==> config.mk <==
export PLATFORM = sky130hd
export DESIGN_NAME = serial_frame_builder_crc16_top
export DESIGN_NICKNAME = d
export VERILOG_FILES = /design/src/hdl/sfb_pkg.sv /design/src/hdl/serial_frame_builder_crc16_top.sv /design/src/hdl/sfb_fifo.sv /design/src/hdl/sfb_front.sv /design/src/hdl/sfb_back.sv
export VERILOG_INCLUDE_DIRS = /design/src /design/src/hdl
export SDC_FILE = /design/constraint.sdc
export NUM_CORES = 1
export LEC_CHECK = 0
export BUFFER_PORTS_ARGS = -buffer_cell sky130_fd_sc_hd__buf_2
export CAP_MARGIN = 25
export CELL_PAD_IN_SITES_DETAIL_PLACEMENT = 2
export CELL_PAD_IN_SITES_GLOBAL_PLACEMENT = 2
export CORE_MARGIN = 2
export CORE_UTILIZATION = 50
export CTS_BUF_LIST = sky130_fd_sc_hd__clkbuf_16
export CTS_CLUSTER_DIAMETER = 150
export DETAILED_ROUTE_END_ITERATION = 10
export PLACE_DENSITY_LB_ADDON = 0.1
export SLEW_MARGIN = 20
export SYNTH_ARGS = -nofsm -noshare
export SYNTH_HDL_FRONTEND = slang
export SYNTH_HIERARCHICAL = 1
export SYNTH_SLANG_ARGS = --single-unit
==> constraint.sdc <==
create_clock -name clk_i -period 6.9 [get_ports clk_i]
set_input_delay 2.07 -clock clk_i [delete_from_list [all_inputs] [get_ports clk_i]]
set_output_delay 2.07 -clock clk_i [all_outputs]
set_load 0.02 [all_outputs]
==> src/hdl/serial_frame_builder_crc16_top_defines.svh <==
// Assertion helpers for the frame builder serializer.
`ifndef SERIAL_FRAME_BUILDER_CRC16_TOP_DEFINES_SVH
`define SERIAL_FRAME_BUILDER_CRC16_TOP_DEFINES_SVH

// Checked on every rising edge while reset is released.
`define SFB_ASSERT(label, clk, rst_n, prop, msg) \
  label: assert property (@(posedge clk) disable iff (!(rst_n)) (prop)) else $error(msg);

// Checked on every rising edge, reset included.
`define SFB_ASSERT_ALWAYS(label, clk, prop, msg) \
  label: assert property (@(posedge clk) (prop)) else $error(msg);

`endif

==> src/hdl/sfb_pkg.sv <==
package sfb_pkg;

  typedef enum logic [1:0] {
    OP_HEADER = 2'd0,
    OP_BODY   = 2'd1,
    OP_ACK    = 2'd2,
    OP_CLEAR  = 2'd3
  } op_e;

  typedef enum logic {
    KIND_HDR  = 1'b0,
    KIND_BODY = 1'b1
  } cmd_kind_e;

  // One queued job for the serializer.
  typedef struct packed {
    cmd_kind_e   kind;
    logic [7:0]  start;
    logic [15:0] seq;
    logic [15:0] flen;
    logic [7:0]  data;
    logic        last;
  } cmd_t;

  // Queue status seen by the front end.
  typedef struct packed {
    logic full;
    logic empty;
  } fifo_stat_t;

  localparam logic [15:0] CrcInit      = 16'hFFFF;
  localparam logic [15:0] CrcPoly      = 16'h1021;
  localparam logic [7:0]  StartReset   = 8'h02;

  // Byte positions inside a header run and inside a closing body run.
  localparam logic [2:0] PosStart   = 3'd0;
  localparam logic [2:0] PosSeqHi   = 3'd1;
  localparam logic [2:0] PosSeqLo   = 3'd2;
  localparam logic [2:0] PosLenHi   = 3'd3;
  localparam logic [2:0] PosLenLo   = 3'd4;
  localparam logic [2:0] PosCmd     = 3'd5;
  localparam logic [2:0] PosData    = 3'd0;
  localparam logic [2:0] PosCrcHi   = 3'd1;
  localparam logic [2:0] PosCrcLo   = 3'd2;

  function automatic logic [15:0] crc_byte(input logic [15:0] crc, input logic [7:0] b);
    logic [15:0] c;
    c = crc ^ {b, 8'h00};
    for (int k = 0; k < 8; k++) begin
      c = c[15] ? ({c[14:0], 1'b0} ^ CrcPoly) : {c[14:0], 1'b0};
    end
    return c;
  endfunction

endpackage

==> src/hdl/serial_frame_builder_crc16_top.sv <==
// Channel  Dir  Handshake       Fields (lowest bit up)
// s_axis   in   tvalid/tready   tdata data_byte[7:0] frame_length[23:8]; tuser op; tlast last
// m_axis   out  tvalid/tready   tdata out_byte[7:0]; tuser end_of_frame; tlast last_of_run
// cfg      in   cfg_we_i        cfg_wdata_i start_byte[7:0]
//
// The front end takes one input transfer per cycle while the job queue has room;
// acknowledge and clear items end there and cause no output. The serializer sends
// one byte per cycle unless stalled: one for a body byte, three for a closing body byte,
// six for a header. A job passes through the queue before its first byte is registered.
// Output back-pressure stalls only the serializer until the queue fills.
// Reset empties the queue, presets the checksum, zeroes the sequence and loads start byte 0x02.
module serial_frame_builder_crc16_top #(
  parameter int unsigned FifoDepth = 4
) (
  input  logic        clk_i,
  input  logic        rst_ni,
  // Configuration: start byte, written whenever cfg_we_i is high.
  input  logic        cfg_we_i,
  input  logic [7:0]  cfg_wdata_i,
  // Input stream.
  input  logic        s_axis_tvalid_i,
  output logic        s_axis_tready_o,
  input  logic [23:0] s_axis_tdata_i,  // data_byte[7:0], frame_length[23:8]
  input  logic [1:0]  s_axis_tuser_i,  // op[1:0]
  input  logic        s_axis_tlast_i,  // last
  // Output byte stream.
  output logic        m_axis_tvalid_o,
  input  logic        m_axis_tready_i,
  output logic [7:0]  m_axis_tdata_o,  // out_byte[7:0]
  output logic        m_axis_tuser_o,  // end_of_frame
  output logic        m_axis_tlast_o   // last_of_run
);

  // Jobs travel from the classifier to the serializer through a short queue.
  sfb_pkg::fifo_stat_t stat;
  sfb_pkg::cmd_t       push_cmd, pop_cmd;
  logic                push, pop;

  sfb_front u_front (
    .clk_i             (clk_i),
    .rst_ni            (rst_ni),
    .cfg_we_i          (cfg_we_i),
    .cfg_wdata_i       (cfg_wdata_i),
    .in_valid_i        (s_axis_tvalid_i),
    .in_ready_o        (s_axis_tready_o),
    .in_op_i           (s_axis_tuser_i),
    .in_data_byte_i    (s_axis_tdata_i[7:0]),
    .in_frame_length_i (s_axis_tdata_i[23:8]),
    .in_last_i         (s_axis_tlast_i),
    .stat_i            (stat),
    .push_o            (push),
    .push_cmd_o        (push_cmd)
  );

  sfb_fifo #(
    .Depth (FifoDepth)
  ) u_fifo (
    .clk_i      (clk_i),
    .rst_ni     (rst_ni),
    .push_i     (push),
    .push_cmd_i (push_cmd),
    .stat_o     (stat),
    .pop_i      (pop),
    .pop_cmd_o  (pop_cmd)
  );

  // The serializer walks each job byte by byte and keeps the running checksum.
  sfb_back u_back (
    .clk_i       (clk_i),
    .rst_ni      (rst_ni),
    .cmd_valid_i (!stat.empty),
    .cmd_i       (pop_cmd),
    .pop_o       (pop),
    .out_valid_o (m_axis_tvalid_o),
    .out_ready_i (m_axis_tready_i),
    .out_byte_o  (m_axis_tdata_o),
    .out_eof_o   (m_axis_tuser_o),
    .out_last_o  (m_axis_tlast_o)
  );

endmodule

==> src/hdl/sfb_fifo.sv <==
module sfb_fifo #(
  parameter int unsigned Depth = 4
) (
  input  logic                clk_i,
  input  logic                rst_ni,
  input  logic                push_i,
  input  sfb_pkg::cmd_t       push_cmd_i,
  output sfb_pkg::fifo_stat_t stat_o,
  input  logic                pop_i,
  output sfb_pkg::cmd_t       pop_cmd_o
);

  localparam int unsigned AW = (Depth > 1) ? $clog2(Depth) : 1;
  localparam int unsigned CW = $clog2(Depth + 1);

  sfb_pkg::cmd_t mem_q [Depth];
  logic [AW-1:0] wr_ptr_q, wr_ptr_d, rd_ptr_q, rd_ptr_d;
  logic [CW-1:0] count_q, count_d;
  logic          do_push, do_pop;

  assign stat_o.full  = (count_q == CW'(Depth));
  assign stat_o.empty = (count_q == '0);
  assign do_push      = push_i && !stat_o.full;
  assign do_pop       = pop_i && !stat_o.empty;
  assign pop_cmd_o    = mem_q[rd_ptr_q];

  always_comb begin
    wr_ptr_d = wr_ptr_q;
    rd_ptr_d = rd_ptr_q;
    count_d  = count_q;
    if (do_push) begin
      wr_ptr_d = (wr_ptr_q == AW'(Depth - 1)) ? '0 : wr_ptr_q + 1'b1;
    end
    if (do_pop) begin
      rd_ptr_d = (rd_ptr_q == AW'(Depth - 1)) ? '0 : rd_ptr_q + 1'b1;
    end
    if (do_push && !do_pop) begin
      count_d = count_q + 1'b1;
    end else if (do_pop && !do_push) begin
      count_d = count_q - 1'b1;
    end
  end

  always_ff @(posedge clk_i or negedge rst_ni) begin
    if (!rst_ni) begin
      wr_ptr_q <= '0;
      rd_ptr_q <= '0;
      count_q  <= '0;
    end else begin
      wr_ptr_q <= wr_ptr_d;
      rd_ptr_q <= rd_ptr_d;
      count_q  <= count_d;
    end
  end

  always_ff @(posedge clk_i) begin
    if (do_push) begin
      mem_q[wr_ptr_q] <= push_cmd_i;
    end
  end

endmodule

==> src/hdl/sfb_front.sv <==
module sfb_front (
  input  logic                clk_i,
  input  logic                rst_ni,
  input  logic                cfg_we_i,
  input  logic [7:0]          cfg_wdata_i,
  input  logic                in_valid_i,
  output logic                in_ready_o,
  input  logic [1:0]          in_op_i,
  input  logic [7:0]          in_data_byte_i,
  input  logic [15:0]         in_frame_length_i,
  input  logic                in_last_i,
  input  sfb_pkg::fifo_stat_t stat_i,
  output logic                push_o,
  output sfb_pkg::cmd_t       push_cmd_o
);

  logic [7:0]  start_q;
  logic [15:0] seq_q, seq_d;
  logic        in_frame_q, in_frame_d;
  logic        accept;
  logic        push;

  assign in_ready_o = !stat_i.full;
  assign accept     = in_valid_i && in_ready_o;

  always_comb begin
    seq_d      = seq_q;
    in_frame_d = in_frame_q;
    push       = 1'b0;
    push_cmd_o = '{kind: sfb_pkg::KIND_BODY, start: start_q, seq: seq_q,
                   flen: in_frame_length_i, data: in_data_byte_i, last: in_last_i};
    case (sfb_pkg::op_e'(in_op_i))
      sfb_pkg::OP_HEADER: begin
        push_cmd_o.kind = sfb_pkg::KIND_HDR;
        push            = 1'b1;
        in_frame_d      = 1'b1;
      end
      sfb_pkg::OP_BODY: begin
        // Bytes outside an open frame are dropped.
        push = in_frame_q;
        if (in_frame_q && in_last_i) begin
          in_frame_d = 1'b0;
        end
      end
      sfb_pkg::OP_ACK: begin
        seq_d = seq_q + 16'd1;
      end
      sfb_pkg::OP_CLEAR: begin
        seq_d = '0;
      end
      default: begin
        push = 1'b0;
      end
    endcase
  end

  assign push_o = accept && push;

  always_ff @(posedge clk_i or negedge rst_ni) begin
    if (!rst_ni) begin
      start_q    <= sfb_pkg::StartReset;
      seq_q      <= '0;
      in_frame_q <= 1'b0;
    end else begin
      if (cfg_we_i) begin
        start_q <= cfg_wdata_i;
      end
      if (accept) begin
        seq_q      <= seq_d;
        in_frame_q <= in_frame_d;
      end
    end
  end

endmodule

==> src/hdl/sfb_back.sv <==
`include "serial_frame_builder_crc16_top_defines.svh"

module sfb_back (
  input  logic          clk_i,
  input  logic          rst_ni,
  input  logic          cmd_valid_i,
  input  sfb_pkg::cmd_t cmd_i,
  output logic          pop_o,
  output logic          out_valid_o,
  input  logic          out_ready_i,
  output logic [7:0]    out_byte_o,
  output logic          out_eof_o,
  output logic          out_last_o
);

  logic [2:0]  pos_q, pos_d;
  logic [15:0] crc_q, crc_d;
  logic        out_valid_q, out_valid_d;
  logic [7:0]  out_byte_q, byte_sel;
  logic        out_eof_q, out_last_q;
  logic        eof_sel, final_sel;
  logic        advance;

  assign advance = cmd_valid_i && (!out_valid_q || out_ready_i);

  always_comb begin
    byte_sel  = cmd_i.data;
    eof_sel   = 1'b0;
    final_sel = 1'b0;
    crc_d     = crc_q;
    case (cmd_i.kind)
      sfb_pkg::KIND_HDR: begin
        case (pos_q)
          sfb_pkg::PosStart: byte_sel = cmd_i.start;
          sfb_pkg::PosSeqHi: byte_sel = cmd_i.seq[15:8];
          sfb_pkg::PosSeqLo: byte_sel = cmd_i.seq[7:0];
          sfb_pkg::PosLenHi: byte_sel = cmd_i.flen[15:8];
          sfb_pkg::PosLenLo: byte_sel = cmd_i.flen[7:0];
          default: begin
            byte_sel  = cmd_i.data;
            final_sel = 1'b1;
          end
        endcase
        // The start byte restarts the checksum; the rest of the header feeds it.
        crc_d = (pos_q == sfb_pkg::PosStart) ? sfb_pkg::CrcInit
                                             : sfb_pkg::crc_byte(crc_q, byte_sel);
      end
      default: begin
        case (pos_q)
          sfb_pkg::PosData: begin
            byte_sel  = cmd_i.data;
            crc_d     = sfb_pkg::crc_byte(crc_q, cmd_i.data);
            final_sel = !cmd_i.last;
          end
          sfb_pkg::PosCrcHi: byte_sel = crc_q[15:8];
          default: begin
            byte_sel  = crc_q[7:0];
            eof_sel   = 1'b1;
            final_sel = 1'b1;
          end
        endcase
      end
    endcase
  end

  assign pop_o = advance && final_sel;
  assign pos_d = final_sel ? '0 : pos_q + 3'd1;

  always_comb begin
    out_valid_d = out_valid_q;
    if (advance) begin
      out_valid_d = 1'b1;
    end else if (out_ready_i) begin
      out_valid_d = 1'b0;
    end
  end

  always_ff @(posedge clk_i or negedge rst_ni) begin
    if (!rst_ni) begin
      pos_q       <= '0;
      crc_q       <= sfb_pkg::CrcInit;
      out_valid_q <= 1'b0;
    end else begin
      out_valid_q <= out_valid_d;
      if (advance) begin
        pos_q <= pos_d;
        crc_q <= crc_d;
      end
    end
  end

  always_ff @(posedge clk_i) begin
    if (advance) begin
      out_byte_q <= byte_sel;
      out_eof_q  <= eof_sel;
      out_last_q <= final_sel;
    end
  end

  assign out_valid_o = out_valid_q;
  assign out_byte_o  = out_byte_q;
  assign out_eof_o   = out_eof_q;
  assign out_last_o  = out_last_q;

  `SFB_ASSERT(a_eof_ends_run, clk_i, rst_ni, (out_valid_q && out_eof_q) |-> out_last_q, "frame end without run end")
  `SFB_ASSERT(a_pos_range, clk_i, rst_ni, pos_q <= sfb_pkg::PosCmd, "serializer position out of range")
  `SFB_ASSERT(a_mid_run_has_cmd, clk_i, rst_ni, (pos_q != '0) |-> cmd_valid_i, "job left the queue mid run")
  `SFB_ASSERT_ALWAYS(a_no_pop_empty, clk_i, pop_o |-> cmd_valid_i, "pop from empty queue")

endmodule
==> results by group <==
Drt
  • Final ANT Viol Nets: 0
  • Via count: 6255
  • Pre-antenna DRT Iters: 5
  • DRT iter0 DRCs: 393
  • Wirelength, routed: 29700 um
  • Post-route DRC: 0
  • WL/cell: 29.0 um
  • Mean number of vias per cell: 6.09

Yosys
  • Register area share after synthesis: 66.0%
  • Most used DFF post-synth: edfxtp_1
  • Yosys reg bits: 262
  • Post-synthesis async set-or-reset flop share: 19.8%
  • Yosys top cell area share: 54.5%
  • Area contributors post-synth: edfxtp_1, mux4_2, dfrtp_1
  • Unique masters post-synth: 64
  • Syn Inst Count: 684
  • Avg Inst Size Synth: 16.9 um2
  • Post-Syn Area: 0.0116 mm2
  • Mapped Nets: 737
  • Ys Warns: 6
  • Yosys top cell by area: edfxtp_1
  • Post-synth EDFFs: 210

Pwr
  • Total power: 6.45 mW
  • Worst VDD drop: 0.260 mV
  • P per Cell Area: 507 mW/mm2
  • Pleak: 4.50 nW

Cells and area
  • Most common cell after layout, fill and taps aside: edfxtp_1
  • Final Util: 56.2%
  • Fin area: 0.0127 mm2
  • Layout cells sized above 1: 29.1%
  • Final non-filler cell total: 1027
  • Commonest non-fill, non-tap cells in the layout: edfxtp_1, buf_2, mux4_2
  • Antenna Diode Count: 0
  • Fin nets: 774
  • P&R area growth vs syn: 9.99%

STA
  • Period utilisation layout: 66.0%
  • Worst setup margin: 2.35 ns
  • Min Tclk post-route: 4.55 ns
  • Max-slew violation count: 0
  • Hold slack: 0.518 ns
  • Setup TNS: 0 ns
  • Worst Max-Slew Pin Slew: 0.926 ns
  • Hold Violations, Final: 0
  • Slew HR: 38.2%
  • Final setup fails: 0
  • Final setup skew: 0.0118 ns
  • RSZ-0062 raised after global routing: false
  • Max Clk Rate: 220 MHz

Outcome
  • Status: complete, no violations

Die
  • Die Wd: 156 um
  • Rows: 55
  • Die H: 156 um
  • Placeable Area: 0.0226 mm2
  • Initial Util: 51.1%
  • Die ar.: 0.0244 mm2
  • Io pins: 52

Setup path
  • Max Fanout on Critical Path: 14
  • Startpoint Class: flop
  • Req. time, crit path: 7.32 ns
  • CP Class: reg -> reg
  • Critical Path End Type: flop
  • Worst Path Arrival: 4.97 ns

Clock network
  • Clock slew at reported path FFs: 0.06 ns
  • Clock Tree Buf Depth: 3
  • H-tree depth: 1
  • TritonCTS clock tree: yes
  • Skew-Pair Late Insertion Delay: 0.54 ns
  • CTS Buf Count: 27
  • Post-CTS Resized: 0
  • Postcts setup bufs: 0
  • CTS Root Cell: clkbuf_16
  • Hold Buf Count CTS: 0
  • CTS Sinks: 262

Placement
  • Placed insts: 975
  • DP Wirelength: 19700 um
  • Post-DP Area: 0.0118 mm2
  • Gp weighted congestion: 0.782
  • Pre-CTS setup slack: 2.05 ns
  • IO buf count: 51

Global route
  • Final global-route overflow total: 0
  • GR Util All Layers: 25.9%
  • Vias in the first global route: 7120
  • Largest net degree at the start of global routing: 53
  • Initial antenna violation count: 0
  • First-pass GRT wire length: 46400 um

Job
  • Max-cap violations: 0

Min path
  • HP Class: reg -> reg
## flip-flops by register name, summed over array words and instances (netlist names)
name,count
u_front/seq_q,16
u_fifo/mem_q,200
u_fifo/rd_ptr_q,2
u_back/crc_q,16
u_back/out_byte_o,8
u_fifo/count_q,3
u_front/in_frame_q,1
u_back/out_eof_o,1
u_back/pos_q,3
u_fifo/wr_ptr_q,2
u_back/out_last_o,1
u_back/out_valid_o,1
u_front/start_q,8
## layout make-up
class | count | area (um2)
Inverter | 15 | 56.3
Multi-Input combinational cell | 352 | 3470
Clock inverter | 23 | 168
Fill cell | 1960 | 9920
Sequential cell | 262 | 7630
Timing Repair Buffer | 63 | 365
Clock buffer | 27 | 676
Tap cell | 285 | 357
## Yosys cell counts, drive strengths merged (3+ instances only)
library cell	instances
or3	3
nand2b	3
clkbuf	12
mux4	50
nor4	3
dfstp	17
a41o	3
a21oi	11
buf	43
a222oi	5
o21ai	16
a21o	7
nand3	6
ha	12
edfxtp	210
nand2	39
a32oi	4
o22ai	10
nor2b	6
xnor2	36
a22oi	11
a31oi	4
and2	6
xor2	19
dfrtp	35
nor2	25
mux2	23
inv	15
xnor3	4
a221oi	10
or2	3
nor3	13
nand4	4
## kinds of logic after synthesis
| family | count (synthesis) | synth area share, % |
|---|---|---|
| simple gates | 119 | 5.38 |
| xor+xnor | 59 | 5.30 |
| mux | 73 | 12.0 |
| flops | 262 | 66.0 |
| buf+inv | 70 | 4.18 |
| fa+ha+maj | 13 | 1.47 |
| compound gates | 88 | 5.68 |
## critical path, cell delays in order (launching register included)
cell and delay (ns):
dfrtp_1 0.75, inv_1 0.20, ha_1 0.43, or2_0 0.41
or2_1 0.49, o21ai_0 0.65, and2_1 0.27, o31ai_2 0.12
ha_1 0.27, inv_1 0.12, fa_1 0.42, mux2_1 0.30
## routing by layer
| layer | vias to the layer above | part of all wire [%] | global-route usage (%) |
|---|---|---|---|
| li1 | 2714 | - | - |
| met1 | 3311 | 41 | 34.1 |
| met2 | 177 | 51 | 44.5 |
| met3 | 53 | 4.3 | 3.69 |
| met4 | 0 | 3.5 | 8.61 |
| met5 | - | 0 | 0 |
## report_power, final
part | total (mW) | leakage (nW) | switching [mW] | internal (mW)
Combinational | 2.72 | 1.51 | 1.51 | 1.21
Sequential | 2.32 | 2.55 | 0.296 | 2.03
Clock | 1.40 | 0.439 | 0.616 | 0.789
## path summary, 6_finish.rpt
kind                                          from                  end  slack, ns  cells past startpoint
worst max-delay path               u_back/pos_q[2]    u_fifo/count_q[1]       2.35                     11
worst min-delay path            u_front/start_q[7]  u_fifo/mem_q[3][48]       0.52                      0
worst max register to register     u_back/pos_q[2]    u_fifo/count_q[1]       2.35                     11
worst min register to register  u_front/start_q[7]  u_fifo/mem_q[3][48]       0.52                      0
max in group asynchronous                   rst_ni   u_fifo/rd_ptr_q[0]       4.59                      2
min in group asynchronous                   rst_ni      u_back/pos_q[2]       1.71                      2
Power figures use the tool's default switching activity.
